===== src/sv/ptp_port_state_machine_macros.svh =====
// Assertion macros shared by the port state machine modules
`ifndef PTP_PORT_STATE_MACHINE_MACROS_SVH
`define PTP_PORT_STATE_MACHINE_MACROS_SVH

`ifndef SYNTHESIS

// Property that must hold in the same cycle
`define PSM_ASSERT(lbl, clk, rst_n, prop, msg) \
  lbl: assert property (@(posedge clk) disable iff (!rst_n) (prop)) else $error(msg);

// Antecedent in one cycle, consequent in the next
`define PSM_ASSERT_NEXT(lbl, clk, rst_n, ante, cons, msg) \
  lbl: assert property (@(posedge clk) disable iff (!rst_n) (ante) |=> (cons)) else $error(msg);

`else

`define PSM_ASSERT(lbl, clk, rst_n, prop, msg)
`define PSM_ASSERT_NEXT(lbl, clk, rst_n, ante, cons, msg)

`endif

`endif


===== src/sv/ptp_psm_pkg.sv =====
// Types, codes and the service enable table of the port state machine
package ptp_psm_pkg;

  localparam int CODE_W = 4;
  localparam int STEPS_W = 16;
  localparam int EN_W = 7;
  localparam int QUAL_W = 17;
  localparam int ERR_W = 2;
  localparam int CFG_IDX_W = 3;
  localparam int CFG_DATA_W = 2;

  typedef enum logic [3:0] {
    ST_INIT         = 4'd0,
    ST_FAULTY       = 4'd1,
    ST_DISABLED     = 4'd2,
    ST_LISTENING    = 4'd3,
    ST_PRE_MASTER   = 4'd4,
    ST_MASTER       = 4'd5,
    ST_PASSIVE      = 4'd6,
    ST_UNCALIBRATED = 4'd7,
    ST_SLAVE        = 4'd8
  } state_t;

  // op field
  localparam logic OP_EVENT    = 1'b0;
  localparam logic OP_DECISION = 1'b1;

  // port events
  localparam logic [CODE_W-1:0] EV_POWERUP       = 4'd0;
  localparam logic [CODE_W-1:0] EV_INITIALIZE    = 4'd1;
  localparam logic [CODE_W-1:0] EV_INIT_DONE     = 4'd2;
  localparam logic [CODE_W-1:0] EV_FAULT_DET     = 4'd3;
  localparam logic [CODE_W-1:0] EV_FAULT_CLR     = 4'd4;
  localparam logic [CODE_W-1:0] EV_STATE_DEC     = 4'd5;
  localparam logic [CODE_W-1:0] EV_ANN_TMO       = 4'd6;
  localparam logic [CODE_W-1:0] EV_QUAL_TMO      = 4'd7;
  localparam logic [CODE_W-1:0] EV_MASTER_SEL    = 4'd8;
  localparam logic [CODE_W-1:0] EV_SYNC_FAULT    = 4'd9;
  localparam logic [CODE_W-1:0] EV_DESIG_ENABLE  = 4'd10;
  localparam logic [CODE_W-1:0] EV_DESIG_DISABLE = 4'd11;

  // recommended state decisions
  localparam logic [CODE_W-1:0] DEC_LIST = 4'd0;
  localparam logic [CODE_W-1:0] DEC_M1   = 4'd1;
  localparam logic [CODE_W-1:0] DEC_M2   = 4'd2;
  localparam logic [CODE_W-1:0] DEC_M3   = 4'd3;
  localparam logic [CODE_W-1:0] DEC_P1   = 4'd4;
  localparam logic [CODE_W-1:0] DEC_P2   = 4'd5;
  localparam logic [CODE_W-1:0] DEC_S1   = 4'd6;

  localparam logic [ERR_W-1:0] ERR_NONE      = 2'd0;
  localparam logic [ERR_W-1:0] ERR_INIT_DONE = 2'd1;
  localparam logic [ERR_W-1:0] ERR_LIST      = 2'd2;

  localparam logic [1:0] CT_ORDINARY    = 2'd0;
  localparam logic [1:0] CT_BOUNDARY    = 2'd1;
  localparam logic [1:0] CT_TRANSPARENT = 2'd2;

  localparam logic [1:0] DM_E2E      = 2'd0;
  localparam logic [1:0] DM_P2P      = 2'd1;
  localparam logic [1:0] DM_DISABLED = 2'd2;

  localparam logic [CFG_IDX_W-1:0] CFG_PORT_ENABLED = 3'd0;
  localparam logic [CFG_IDX_W-1:0] CFG_SLAVE_ONLY   = 3'd1;
  localparam logic [CFG_IDX_W-1:0] CFG_CLOCK_TYPE   = 3'd2;
  localparam logic [CFG_IDX_W-1:0] CFG_TC_E2E_REQ   = 3'd3;
  localparam logic [CFG_IDX_W-1:0] CFG_DELAY_MECH   = 3'd4;

  // service enable bits
  localparam logic [EN_W-1:0] EN_SYNC_INT = 7'h01;
  localparam logic [EN_W-1:0] EN_SYNC_TMO = 7'h02;
  localparam logic [EN_W-1:0] EN_SYNC_LSN = 7'h04;
  localparam logic [EN_W-1:0] EN_ANN_LSN  = 7'h08;
  localparam logic [EN_W-1:0] EN_ANN_INT  = 7'h10;
  localparam logic [EN_W-1:0] EN_DELAY    = 7'h20;
  localparam logic [EN_W-1:0] EN_PDELAY   = 7'h40;

  typedef struct packed {
    logic       port_enabled;
    logic       slave_only;
    logic [1:0] clock_type;
    logic       tc_e2e_req;
    logic [1:0] delay_mechanism;
  } cfg_t;

  typedef struct packed {
    logic               op;
    logic [CODE_W-1:0]  code;
    logic               new_master;
    logic [STEPS_W-1:0] steps_removed;
    logic               grandmaster_is_self;
  } item_t;

  typedef struct packed {
    state_t             port_state;
    logic               state_changed;
    logic [EN_W-1:0]    service_enables;
    logic               qual_timeout_valid;
    logic [QUAL_W-1:0]  qual_timeout_intervals;
    logic               init_request;
    logic [ERR_W-1:0]   error_code;
  } res_t;

  function automatic logic [EN_W-1:0] enables_for(state_t st, cfg_t cfg);
    logic [EN_W-1:0] pd;
    logic [EN_W-1:0] en;
    pd = (cfg.delay_mechanism == DM_P2P) ? EN_PDELAY : '0;
    case (st)
      ST_LISTENING, ST_PASSIVE: en = EN_ANN_LSN | pd;
      ST_PRE_MASTER:            en = EN_SYNC_TMO | pd;
      ST_MASTER:                en = EN_SYNC_INT | EN_ANN_INT | pd;
      ST_UNCALIBRATED, ST_SLAVE: begin
        en = EN_SYNC_LSN | EN_ANN_LSN | pd;
        if (cfg.delay_mechanism == DM_E2E &&
            (cfg.clock_type == CT_ORDINARY ||
             (cfg.clock_type == CT_TRANSPARENT && cfg.tc_e2e_req))) begin
          en = en | EN_DELAY;
        end
      end
      default: en = '0;
    endcase
    return en;
  endfunction

endpackage


===== src/sv/ptp_psm_in_stage.sv =====
// Input register stage of the port state machine
module ptp_psm_in_stage
  import ptp_psm_pkg::*;
(
  input  logic  clk,
  input  logic  rst_n,
  input  logic  in_valid,
  output logic  in_ready,
  input  item_t in_item,
  input  logic  adv,
  output logic  item_vld,
  output item_t item
);

  logic  vld_r, vld_nxt;
  item_t item_r;

  assign in_ready = !vld_r || adv;

  always_comb begin
    vld_nxt = vld_r;
    if (in_valid && in_ready) begin
      vld_nxt = 1'b1;
    end else if (adv) begin
      vld_nxt = 1'b0;
    end
  end

  always_ff @(posedge clk) begin
    if (!rst_n) begin
      vld_r <= 1'b0;
    end else begin
      vld_r <= vld_nxt;
    end
  end

  always_ff @(posedge clk) begin
    if (in_valid && in_ready) begin
      item_r <= in_item;
    end
  end

  assign item_vld = vld_r;
  assign item     = item_r;

endmodule


===== src/sv/ptp_psm_fsm.sv =====
// Port state register, next-state decode and service enable update
`include "ptp_port_state_machine_macros.svh"
module ptp_psm_fsm
  import ptp_psm_pkg::*;
(
  input  logic  clk,
  input  logic  rst_n,
  input  cfg_t  cfg,
  input  item_t item,
  input  logic  adv,
  output res_t  res
);

  state_t            state_r, state_nxt;
  logic [EN_W-1:0]   en_r, en_nxt;
  logic [QUAL_W-1:0] qual_r, qual_nxt;
  logic              qvalid, initreq, changed;
  logic [ERR_W-1:0]  err;
  logic              oper, no_master, ann_to_list;

  assign oper        = state_r inside {[ST_LISTENING:ST_SLAVE]};
  assign no_master   = cfg.slave_only ||
                       (cfg.clock_type == CT_TRANSPARENT && item.code == DEC_M3);
  assign ann_to_list = cfg.slave_only ||
                       (cfg.clock_type == CT_TRANSPARENT && !item.grandmaster_is_self);

  // next state
  always_comb begin
    state_nxt = state_r;
    qual_nxt  = qual_r;
    qvalid    = 1'b0;
    initreq   = 1'b0;
    err       = ERR_NONE;
    if (item.op == OP_EVENT) begin
      case (item.code)
        EV_POWERUP, EV_INITIALIZE: state_nxt = ST_INIT;
        EV_INIT_DONE: begin
          if (state_r != ST_INIT) begin
            err = ERR_INIT_DONE;
          end else begin
            state_nxt = cfg.port_enabled ? ST_LISTENING : ST_DISABLED;
          end
        end
        EV_FAULT_DET: begin
          if (oper || state_r == ST_FAULTY) state_nxt = ST_FAULTY;
        end
        EV_FAULT_CLR: begin
          if (state_r == ST_FAULTY) initreq = 1'b1;
        end
        EV_ANN_TMO: begin
          if (state_r inside {ST_LISTENING, ST_UNCALIBRATED, ST_SLAVE}) begin
            state_nxt = ann_to_list ? ST_LISTENING : ST_MASTER;
          end else if (state_r == ST_PASSIVE) begin
            state_nxt = ST_MASTER;
          end
        end
        EV_QUAL_TMO: begin
          if (state_r == ST_PRE_MASTER) state_nxt = ST_MASTER;
        end
        EV_MASTER_SEL: begin
          if (state_r == ST_UNCALIBRATED) state_nxt = ST_SLAVE;
        end
        EV_SYNC_FAULT: begin
          if (state_r == ST_SLAVE) state_nxt = ST_UNCALIBRATED;
        end
        EV_DESIG_ENABLE: begin
          if (state_r == ST_DISABLED) state_nxt = ST_INIT;
        end
        EV_DESIG_DISABLE: begin
          if (oper || state_r == ST_FAULTY) state_nxt = ST_DISABLED;
        end
        default: ;
      endcase
    end else if (oper) begin
      case (item.code)
        DEC_LIST: begin
          if (state_r != ST_LISTENING) err = ERR_LIST;
        end
        DEC_M1, DEC_M2, DEC_M3: begin
          qvalid   = 1'b1;
          qual_nxt = (item.code == DEC_M3) ?
                     QUAL_W'(item.steps_removed) + QUAL_W'(1) : '0;
          if (state_r == ST_MASTER) begin
            state_nxt = no_master ? ST_PASSIVE : ST_MASTER;
          end else begin
            state_nxt = no_master ? ST_LISTENING : ST_PRE_MASTER;
          end
        end
        DEC_P1, DEC_P2: state_nxt = ST_PASSIVE;
        DEC_S1: begin
          if (state_r != ST_SLAVE || item.new_master) state_nxt = ST_UNCALIBRATED;
        end
        default: ;
      endcase
    end
  end

  // outputs
  always_comb begin
    changed = (state_nxt != state_r);
    en_nxt  = changed ? enables_for(state_nxt, cfg) : en_r;
    res.port_state             = state_nxt;
    res.state_changed          = changed;
    res.service_enables        = en_nxt;
    res.qual_timeout_valid     = qvalid;
    res.qual_timeout_intervals = qual_nxt;
    res.init_request           = initreq;
    res.error_code             = err;
  end

  always_ff @(posedge clk) begin
    if (!rst_n) begin
      state_r <= ST_INIT;
      en_r    <= '0;
      qual_r  <= '0;
    end else if (adv) begin
      state_r <= state_nxt;
      en_r    <= en_nxt;
      qual_r  <= qual_nxt;
    end
  end

  `PSM_ASSERT(a_init_req_faulty, clk, rst_n, !res.init_request || state_r == ST_FAULTY, "init request outside faulty")
  `PSM_ASSERT(a_err_no_move, clk, rst_n, res.error_code == ERR_NONE || !res.state_changed, "error with state change")
  `PSM_ASSERT_NEXT(a_hold_no_change, clk, rst_n, adv && !res.state_changed, $stable(state_r) && $stable(en_r), "state moved without change flag")
  `PSM_ASSERT_NEXT(a_en_follow, clk, rst_n, adv && res.state_changed, en_r == enables_for(state_r, cfg), "enables do not match new state")

endmodule


===== src/sv/ptp_port_state_machine.sv =====
// Top level of the port state machine: config registers, stages, result register
//
//   channel  | handshake            | transaction payload
//   ---------+----------------------+----------------------------------------------
//   in_      | in_valid / in_ready  | op, code, new_master, steps_removed, gm self
//   out_     | out_valid/out_ready  | state, changed, enables, qual timeout, init request, errors
//   cfg_     | cfg_we               | cfg_index, cfg_data
//
// One transaction per cycle sustained while out_ready is high; each goes through
// the input register, then the result register. The next-state decode between
// them reads the port state register and updates it as the result register loads.
// A stalled result holds; the input register keeps taking transactions while
// the result register drains. Reset is synchronous: state INIT, enables off.
`include "ptp_port_state_machine_macros.svh"
module ptp_port_state_machine
  import ptp_psm_pkg::*;
(
  input  logic                   clk,
  input  logic                   rst_n,
  input  logic                   cfg_we,
  input  logic [CFG_IDX_W-1:0]   cfg_index,
  input  logic [CFG_DATA_W-1:0]  cfg_data,
  input  logic                   in_valid,
  output logic                   in_ready,
  input  logic                   in_op,
  input  logic [CODE_W-1:0]      in_code,
  input  logic                   in_new_master,
  input  logic [STEPS_W-1:0]     in_steps_removed,
  input  logic                   in_grandmaster_is_self,
  output logic                   out_valid,
  input  logic                   out_ready,
  output logic [3:0]             out_port_state,
  output logic                   out_state_changed,
  output logic [EN_W-1:0]        out_service_enables,
  output logic                   out_qual_timeout_valid,
  output logic [QUAL_W-1:0]      out_qual_timeout_intervals,
  output logic                   out_init_request,
  output logic [ERR_W-1:0]       out_error_code
);

  cfg_t  cfg_r;
  item_t in_item, item;
  logic  item_vld, adv;
  res_t  res, res_r;
  logic  out_vld_r, out_vld_nxt;
  logic  qual_st_ok;

  always_ff @(posedge clk) begin
    if (!rst_n) begin
      cfg_r.port_enabled    <= 1'b1;
      cfg_r.slave_only      <= 1'b0;
      cfg_r.clock_type      <= CT_ORDINARY;
      cfg_r.tc_e2e_req      <= 1'b0;
      cfg_r.delay_mechanism <= DM_E2E;
    end else if (cfg_we) begin
      case (cfg_index)
        CFG_PORT_ENABLED: cfg_r.port_enabled    <= cfg_data[0];
        CFG_SLAVE_ONLY:   cfg_r.slave_only      <= cfg_data[0];
        CFG_CLOCK_TYPE:   cfg_r.clock_type      <= cfg_data;
        CFG_TC_E2E_REQ:   cfg_r.tc_e2e_req      <= cfg_data[0];
        CFG_DELAY_MECH:   cfg_r.delay_mechanism <= cfg_data;
        default: ;
      endcase
    end
  end

  assign in_item.op                  = in_op;
  assign in_item.code                = in_code;
  assign in_item.new_master          = in_new_master;
  assign in_item.steps_removed       = in_steps_removed;
  assign in_item.grandmaster_is_self = in_grandmaster_is_self;

  assign adv = item_vld && (!out_vld_r || out_ready);

  ptp_psm_in_stage u_in_stage (
    .clk      (clk),
    .rst_n    (rst_n),
    .in_valid (in_valid),
    .in_ready (in_ready),
    .in_item  (in_item),
    .adv      (adv),
    .item_vld (item_vld),
    .item     (item)
  );

  ptp_psm_fsm u_fsm (
    .clk   (clk),
    .rst_n (rst_n),
    .cfg   (cfg_r),
    .item  (item),
    .adv   (adv),
    .res   (res)
  );

  always_comb begin
    out_vld_nxt = out_vld_r;
    if (adv) begin
      out_vld_nxt = 1'b1;
    end else if (out_ready) begin
      out_vld_nxt = 1'b0;
    end
  end

  always_ff @(posedge clk) begin
    if (!rst_n) begin
      out_vld_r <= 1'b0;
    end else begin
      out_vld_r <= out_vld_nxt;
    end
  end

  always_ff @(posedge clk) begin
    if (adv) begin
      res_r <= res;
    end
  end

  assign out_valid                  = out_vld_r;
  assign out_port_state             = res_r.port_state;
  assign out_state_changed          = res_r.state_changed;
  assign out_service_enables        = res_r.service_enables;
  assign out_qual_timeout_valid     = res_r.qual_timeout_valid;
  assign out_qual_timeout_intervals = res_r.qual_timeout_intervals;
  assign out_init_request           = res_r.init_request;
  assign out_error_code             = res_r.error_code;

  assign qual_st_ok = out_port_state inside {ST_LISTENING, ST_PRE_MASTER, ST_MASTER, ST_PASSIVE};

  `PSM_ASSERT_NEXT(a_adv_fills_out, clk, rst_n, adv, out_valid, "advanced transaction lost")
  `PSM_ASSERT_NEXT(a_drain_empties, clk, rst_n, out_valid && out_ready && !adv, !out_valid, "result repeated")
  `PSM_ASSERT(a_qual_operational, clk, rst_n, !(out_valid && out_qual_timeout_valid) || qual_st_ok, "qual timeout in wrong state")

endmodule


===== config.mk =====
export PLATFORM = sky130hd
export DESIGN_NAME = ptp_port_state_machine
export DESIGN_NICKNAME = d
export VERILOG_FILES = /design/src/sv/ptp_psm_pkg.sv /design/src/sv/ptp_psm_in_stage.sv /design/src/sv/ptp_psm_fsm.sv /design/src/sv/ptp_port_state_machine.sv
export VERILOG_INCLUDE_DIRS = /design/src /design/src/sv
export SDC_FILE = /design/constraint.sdc
export NUM_CORES = 1
export LEC_CHECK = 0
export BUFFER_PORTS_ARGS = -buffer_cell sky130_fd_sc_hd__buf_2
export CAP_MARGIN = 20
export CELL_PAD_IN_SITES_DETAIL_PLACEMENT = 1
export CELL_PAD_IN_SITES_GLOBAL_PLACEMENT = 1
export CORE_AREA = 2 2 149 78
export CTS_BUF_LIST = sky130_fd_sc_hd__clkbuf_4 sky130_fd_sc_hd__clkbuf_8 sky130_fd_sc_hd__clkbuf_16
export DETAILED_ROUTE_END_ITERATION = 6
export DIE_AREA = 0 0 151 80
export PLACE_DENSITY = 0.85
export SLEW_MARGIN = 10
export SYNTH_ARGS = -nofsm -noshare
export SYNTH_HDL_FRONTEND = slang
export SYNTH_SLANG_ARGS = --single-unit

===== constraint.sdc =====
create_clock -name clk -period 4.5 [get_ports clk]
set_clock_uncertainty 0.1 [all_clocks]
set_input_delay 0.45 -clock clk [delete_from_list [all_inputs] [get_ports clk]]
set_output_delay 0.45 -clock clk [all_outputs]
set_load 0.02 [all_outputs]

After elaboration in Yosys (flattened, before gate mapping)
Index checks and enable logic that the tools add are counted.
{"block": "totals", "memories": 0, "ram_bits": 0, "inputBits": 33, "elab_cells": 136, "latch_bits": 0, "rom_bits": 0, "output_inout_bits": 35, "register_bits": 93}
{"block": "classes", "mul": 0, "muxes": 39, "n_lt_le_gt_ge": 2, "addsub": 1, "n_bitwise": 1, "div": 0, "n_reduce_logical": 37, "n_eq_ne": 34, "shifts": 0}
{"operator": "$mux W17", "n": 4}
{"operator": "$mux W4", "n": 13}
{"operator": "$eq A4 B3 Y1 const B", "n": 12}
{"operator": "$pmux W4 S9", "n": 1}
{"operator": "$pmux W7 S4", "n": 1}
{"operator": "$eq A4 B4 Y1 const B", "n": 6}
{"operator": "$eq A4 B2 Y1 const B", "n": 5}
{"operator": "$add A16 B1 Y17 const B", "n": 1}
{"operator": "$mux W7", "n": 2}
{"operator": "$mux W2", "n": 6}
{"operator": "$pmux W4 S3", "n": 1}
{"operator": "$reduce_and A2 Y1", "n": 6}
{"operator": "$reduce_or A2 Y1", "n": 5}
{"operator": "$eq A4 B1 Y1 const B", "n": 2}
{"operator": "$mux W1", "n": 8}
{"operator": "$logic_and A1 B1 Y1", "n": 7}
{"operator": "$logic_or A1 B1 Y1", "n": 7}
{"operator": "$eq A3 B2 Y1 const B", "n": 2}
{"operator": "$mux W3", "n": 2}
{"operator": "$mux W6", "n": 1}
{"operator": "$ge A4 B2 Y1 const B", "n": 1}
{"operator": "$le A4 B4 Y1 const B", "n": 1}
{"operator": "$logic_not A2 Y1", "n": 2}
{"operator": "$logic_not A4 Y1", "n": 1}
{"operator": "14 further kinds", "n": 17}

Longest topological paths before layout
Gate-level depths: netlist (run 1).
{"block": "depth", "ltp_word": 12, "depth_mapped": 16, "mapped_depth_nobuf": 13}

Modules after synthesis
Synthesis (run 1) repeated with hierarchy kept, for this count alone.
{"block": "hier_totals", "cells_unflattened": 458, "area_unflattened_um2": 4777.1}
{"mod": "ptp_psm_fsm", "seq_area_each_um2": 560.5, "cells_each": 363, "n_inst": 1, "area_per_inst_um2": 2675.1}
{"mod": "ptp_port_state_machine", "seq_area_each_um2": 1151.1, "cells_each": 67, "n_inst": 1, "area_per_inst_um2": 1353.8}
{"mod": "ptp_psm_in_stage", "seq_area_each_um2": 710.7, "cells_each": 28, "n_inst": 1, "area_per_inst_um2": 748.2}

Worst setup path before layout (run 1)
OpenSTA, ideal clock, no wires.
{"block": "synth_timing", "path_type": "reg2reg", "startpoint": "register u_in_stage.item_r, in the netlist u_in_stage.item[18]", "endpoint": "register res_r, in the netlist out_service_enables[3], data pin", "t_required_ns": 4.140, "path_stages_with_launch": 14, "path_buffers": 2, "synth_period_minus_slack_ns": 3.311, "setup_slack_ns": 1.189, "arrival_ns": 2.951, "setup_ns": 0.260, "path_cell_list": "edfxtp_1 -> buf_4 -> buf_2 -> and4b_1 -> a21o_1 -> ha_1 -> nor2b_1 -> or4_1 -> a21oi_1 -> mux2i_1 -> a2bb2oi_2 -> nor4_4 -> o21bai_2 -> mux2_4"}
{"element": "from (decl)", "line_no": "ptp_psm_in_stage.sv:16", "source": "item_t item_r;"}
{"element": "from (signal assigned)", "line_no": "ptp_psm_in_stage.sv:39", "source": "item_r <= in_item;"}
{"element": "to (signal assigned)", "line_no": "ptp_port_state_machine.sv:114", "source": "res_r <= res;"}
{"element": "to (decl)", "line_no": "ptp_port_state_machine.sv:44", "source": "res_t res, res_r;"}

==> flow_metrics.py, run 1 <==
metrics = {
    "worst_setup_path": {
        "worstSetupEndpointType": "flop",
        "required_ns": 4.49,
        "crit_type": "flop to flop",
        "startpoint_type": "flop",
        "crit_start": "u_fsm.state_r[1]",
        "cp_data_arrival_time_ns": 3.60,
        "r2r_slack_ns": 0.89,
        "crit_end": "out_service_enables[3]",
        "r2r-end": "out_service_enables[3]",
        "worst_r2r_path_depth": 11,
        "r2r-start": "u_fsm.state_r[1]",
        "cp_max_fo": 17,
    },
    "clock_tree": {
        "clockRootBuffer": "clkbuf_16",
        "htree_levels": 3,
        "cts_setup_buffers": 0,
        "cts_hold_buf": 0,
        "cts_tree": "done",
        "post_cts_resized": 0,
        "clock-sinks": 93,
        "insertion_delay_ns": 0.34,
        "clock_path_buffers": 2,
        "clk_pin_slew_ns": 0.07,
        "cts_made_buffers": 9,
    },
    "route": {
        "drtIter0Drc": 405,
        "ant_nets": 0,
        "drt_wl_total_um": 14070,
        "drc": 0,
        "wl_per_cell_um": 20.53,
        "viasPerCell": 5.912,
        "first_pass_iters": 5,
        "dr_total_vias": 4050,
    },
    "placement": {
        "gp_congestion": 0.9953,
        "hpwl_um": 10320,
        "place_area_sq_um": 5216,
        "port_buffers": 67,
    },
    "hold_path": {
        "min_path_type": "primary input to flop",
        "min_from": "in_steps_removed[7]",
    },
    "final_layout": {
        "final_core_util_pct": 51.63,
        "fill_cells": 1230,
        "n_antenna_cell": 0,
        "drive_gt1_share_pct": 22.41,
        "design_area_sq_um": 5547,
        "nNetsFinal": 570,
        "area_delta_synth_final_pct": 15.68,
    },
    "global_route": {
        "grt_antenna_before_repair": 1,
        "grt_remaining_overflow": 0,
        "grt_max_degree": 34,
        "grt_pass1_vias": 4059,
        "track_usage_pct": 24.65,
        "grt_pass1_wl_um": 22360,
    },
    "yosys": {
        "synth_most_common_cell": "nand2_1",
        "ys_ff_latch": 93,
        "synthDistinctLibCells": 89,
        "syn-num-nets": 510,
        "ys_seq_area_share_pct": 50.52,
        "synthFlopType": "edfxtp_1",
        "synth_area_leaders": "edfxtp_1 (35%), dfxtp_1 (15%), nand2_1 (4.5%)",
        "syn_inst": 475,
        "syn_area_per_cell_sq_um": 10.09,
        "synthTopCellsByCount": "nand2_1 (57), edfxtp_1 (56), nor2_1 (42), dfxtp_1 (37), o21ai_0 (28)",
        "yosysWarnings": 0,
        "synth_top_area_share_pct": 35.07,
        "synthArstFlopShare_pct": 0,
        "yosysTopAreaCell": "edfxtp_1",
        "synth_edf_count": 56,
        "netlist_area_sq_um": 4795,
    },
    "die": {
        "coreArea_sq_um": 10740,
        "die-area_sq_um": 12080,
        "start_util_pct": 44.63,
        "io_pins": 68,
        "die_x_um": 151,
        "fp-row-count": 27,
        "die_h_um": 80,
    },
    "job": {
        "maxCapViolCount": 0,
    },
    "timing": {
        "slew_headroom_pct": 29.93,
        "slew_viol_final": 0,
        "grt_setup_unrepaired": "false",
        "fin_crit_sh_pct": 80.14,
        "max_slew.worst_pin.slew_ns": 1.025,
        "hold_viol": 0,
        "tns_ns": 0,
        "fmax_mhz": 277.3,
        "period_needed_ns": 3.606,
        "finalSetupViolCount": 0,
    },
    "power": {
        "finalPower_mw": 1.970,
        "power_density_nw_per_um2": 355.1,
        "p_leak_nw": 2.115,
        "ir_drop_uv": 184.0,
    },
    "status": {
        "run_status": "completed",
    },
}
[state kept, by name (all words and copies together) (netlist names)]
name                        count
out_valid                       1
out_state_changed               1
u_fsm.state_r                   4
out_qual_timeout_valid          1
out_error_code                  2
u_in_stage.item                23
out_qual_timeout_intervals     17
cfg_r                           7
out_port_state                  4
u_fsm.en_r                      7
u_in_stage.item_vld             1
u_fsm.qual_r                   17
out_service_enables             7
out_init_request                1
[worst min path at each step]
stage / end / slack, ns / cells after the start
6_report: u_in_stage.item[8] / 0.18 / 1
5_1_grt: u_in_stage.item[17] / 0.16 / 1
4_1_cts: u_in_stage.item[8] / 0.17 / 1
3_5_place_dp: u_fsm.qual_r[11] / 0.35 / 2
3_3_place_gp: u_fsm.qual_r[2] / 0.34 / 2
2_1_floorplan: u_fsm.qual_r[16] / 0.34 / 2
[routing by layer]
| layer | vias to the layer above | track usage, % | part of all wire (%) |
|---|---|---|---|
| met5 | - | 0 | 0.050 |
| met4 | 2 | 5.140 | 0.66 |
| met3 | 17 | 7.200 | 8.1 |
| met2 | 181 | 35.23 | 42 |
| met1 | 1989 | 36.60 | 49 |
| li1 | 1861 | - | - |
[metrics by stage]
stage / worst slack (ns) / hold slack, ns / instances
final: 0.8938 / 0.1796 / 685
after CTS: 0.9226 / 0.1714 / 683
after global routing: 0.6652 / 0.1645 / 685
after global placement: 1.099 / 0.3424 / 667
after detailed placement: 0.9652 / 0.3519 / 667
after floorplan: 1.189 / 0.3357 / 475
[cells in the final DEF, fill, tap and decap left out, types with 9 or more instances in the layout]
cell type	n
buf_2	67
nand2_1	57
edfxtp_1	56
nor2_1	42
dfxtp_1	37
o21ai_0	28
a21oi_1	26
nand3_1	14
mux2i_1	14
nor3_1	12
inv_1	11
and3_1	10
clkbuf_16	9
buf_4	9
[where the power goes]
part | switching (mW) | internal (mW) | leakage, nW | total (mW)
Clock | 0.323 | 0.445 | 0.149 | 0.768
Sequential | 0.0283 | 0.939 | 0.843 | 0.968
Combinational | 0.152 | 0.0823 | 1.12 | 0.234
Total | 0.503 | 1.47 | 2.12 | 1.97
[critical path, stage by stage, from the launching register on]
cell and delay [ns]:
dfxtp_1 0.74, inv_1 0.28, nand3_1 0.14, ha_1 0.23, nor2b_1 0.12, or4_1 0.48, a21oi_1 0.15, mux2i_1 0.10
a2bb2oi_2 0.40, nor4_4 0.14, o21bai_2 0.22, mux2_4 0.26
[area by class of cell]
cell class	count	area, sq um	area share [%]
Clock buffer	10	239.0	4.309
Clock inverter	6	61.31	1.105
Inverter	14	55.05	0.9926
Multi-Input combinational cell	339	2155	38.85
Sequential cell	93	2422	43.67
Tap cell	145	181.4	3.271
Timing Repair Buffer	78	432.9	7.805
[kinds of logic (layout without fill, tap and decap cells)]
kind of cell	Yosys count	in the layout	synth area share (%)
buffers and inverters	43	108	4.541
DFF	93	93	50.52
xor gates and xnor gates	16	16	2.923
muxes	15	15	3.236
and+or+nand+nor	191	191	21.14
adders and majority gates	2	2	0.5218
AOI/OAI and AO/OA	115	115	17.12
Power figures use the tool's default switching activity.
==> run 2, diff against run 1 <==
==> constraint.sdc (replaced) <==
create_clock -name clk -period 3.4 [get_ports clk]
set_clock_uncertainty 0.1 [all_clocks]
set_input_delay 0.34 -clock clk [delete_from_list [all_inputs] [get_ports clk]]
set_output_delay 0.34 -clock clk [all_outputs]
set_load 0.02 [all_outputs]
==> run 2 against run 1 <==
  * Design area increased by 2.4%
  * Clock power rose by 33%
  * Final cell count grew 2.0%
  * Critical path depth unchanged
  * Maximum frequency up 10%
  * Critical path type unchanged
  * Highest routed layer is now met4
==> flow_metrics.py, run 2 (same netlist as run 1, synthesis figures left out) <==
metrics = {
    "route": {
        "ant_nets": 0,
        "drt_wl_total_um": 14690,
        "first_pass_iters": 5,
        "wl_per_cell_um": 21.01,
        "viasPerCell": 5.866,
        "drc": 0,
        "dr_total_vias": 4100,
        "drtIter0Drc": 281,
    },
    "final_layout": {
        "design_area_sq_um": 5678,
        "seqCellArea_sq_um": 2422,
        "multiInputGateArea_sq_um": 2155,
        "final_common_cell": "buf_2",
        "final_core_util_pct": 52.85,
        "largest_register_ffs": 23,
        "n_antenna_cell": 0,
        "nNetsFinal": 584,
        "final_cell_mix": "buf_2 (67), nand2_1 (57), edfxtp_1 (56), nor2_1 (42), dfxtp_1 (37)",
        "fill_cells": 1227,
        "area_delta_synth_final_pct": 18.42,
        "drive_gt1_share_pct": 24.37,
    },
    "global_route": {
        "grt_pass1_vias": 4112,
        "grt_max_degree": 34,
        "track_usage_pct": 25.08,
        "grt_remaining_overflow": 0,
        "grt_pass1_wl_um": 22850,
        "grt_antenna_before_repair": 0,
    },
    "power": {
        "power_density_nw_per_um2": 463.5,
        "finalPower_mw": 2.632,
        "swShare_pct": 24.96,
        "ir_drop_uv": 224.5,
        "cell_internal_pwr_mw": 1.975,
        "clockPowerShare_pct": 38.6,
        "p_comb_share_pct": 13.0,
        "p_seq_share_pct": 48.3,
        "power_switching_uw": 656.9,
        "p_leak_nw": 2.195,
    },
    "die": {
        "die-area_sq_um": 12080,
        "fp-row-count": 27,
        "io_pins": 68,
        "coreArea_sq_um": 10740,
        "start_util_pct": 44.63,
        "die_x_um": 151,
        "die_h_um": 80,
    },
    "worst_setup_path": {
        "r2r_slack_ns": 0.12,
        "crit_type": "flop to flop",
        "cp_max_fo": 10,
        "worstSetupEndpointType": "flop",
        "required_ns": 3.39,
        "cp_data_arrival_time_ns": 3.26,
        "startpoint_type": "flop",
    },
    "clock_tree": {
        "post_cts_resized": 0,
        "cts_made_buffers": 9,
        "clk_pin_slew_ns": 0.07,
        "cts_tree": "done",
        "insertion_delay_ns": 0.34,
        "htree_levels": 3,
        "clockRootBuffer": "clkbuf_16",
        "clock_path_buffers": 2,
        "clock-sinks": 93,
    },
    "timing": {
        "fin_crit_sh_pct": 96.40,
        "hold_viol": 0,
        "max_slew.worst_pin.slew_ns": 1.042,
        "slew_viol_final": 0,
        "slew_headroom_pct": 28.73,
        "period_needed_ns": 3.277,
        "finalSetupViolCount": 0,
        "tns_ns": 0,
        "fmax_mhz": 305.1,
    },
    "placement": {
        "place_area_sq_um": 5291,
        "gp_congestion": 1.004,
        "port_buffers": 67,
        "hpwl_um": 10830,
    },
    "status": {
        "run_status": "completed",
    },
    "job": {
        "maxCapViolCount": 0,
    },
    "hold_path": {
        "min_path_type": "primary input to flop",
    },
}
run 2: changes by cell type in the layout (fill, tap and decap cells not counted), sizes merged:
cell    delta
clkinv     -2
buf       +14
inv        -1
clkbuf     +3
run 2: stage by stage:
step	setup slack [ns]	hold slack (ns)	cells
global route	-0.02827	0.05835	699
floorplan	0.08897	0.3357	475
finish	0.1225	0.06983	699
CTS	0.04260	0.06153	693
global placement	0.2297	0.3423	677
detailed placement	0.06674	0.3470	677
run 2: path summary, 6_finish.rpt:
path,depth (start not counted),startpoint,to
setup reg to reg,11,u_in_stage.item[18],out_service_enables[3]
hold / removal,1,in_steps_removed[13],u_in_stage.item[14]
setup / recovery,11,u_in_stage.item[18],out_service_enables[3]
hold reg to reg,2,u_fsm.qual_r[2],u_fsm.qual_r[2]
run 2: worst max-delay path: stages, from the launching register on:
cell	delay, ns
edfxtp_1	0.39
and4b_1	0.23
a21o_1	0.21
ha_1	0.30
nor2b_1	0.13
or4_1	0.46
a21oi_1	0.21
a21boi_1	0.09
nor3_1	0.19
o2111a_2	0.31
inv_4	0.09
mux2_4	0.30
run 2: power groups by stage:
stage | Sequential [mW] | Clock (mW) | Combinational, mW
after global routing | 1.28 | 1.08 | 0.370
after global placement | 1.29 | 0 | 0.304
after CTS | 1.27 | 1.03 | 0.321
after detailed placement | 1.30 | 0 | 0.319
final | 1.27 | 1.02 | 0.343
after floorplan | 1.31 | 0 | 0.188
run 2: layer usage:
layer  part of all wire (%)  track usage [%]
met2                     44            38.36
met3                    8.8            8.171
met4                   0.75            3.458
met5                      0                0
met1                     47            35.44
run 2: cell type report:
type	count	share of cell area [%]
clock inverters	3	0.8153
clock buffers	13	4.495
multi-input cells	339	37.95
inverters	14	0.9696
repair buffers	92	9.916
well taps	145	3.195
flip-flops and latches	93	42.66
run 2: timing repair:
item | 4_1_cts | 5_1_grt
hold buffers | 0 | 0
hold endpoints to repair | 0 | 0
setup endpoints to repair | 0 | 3
buffers inserted | 0 | 4
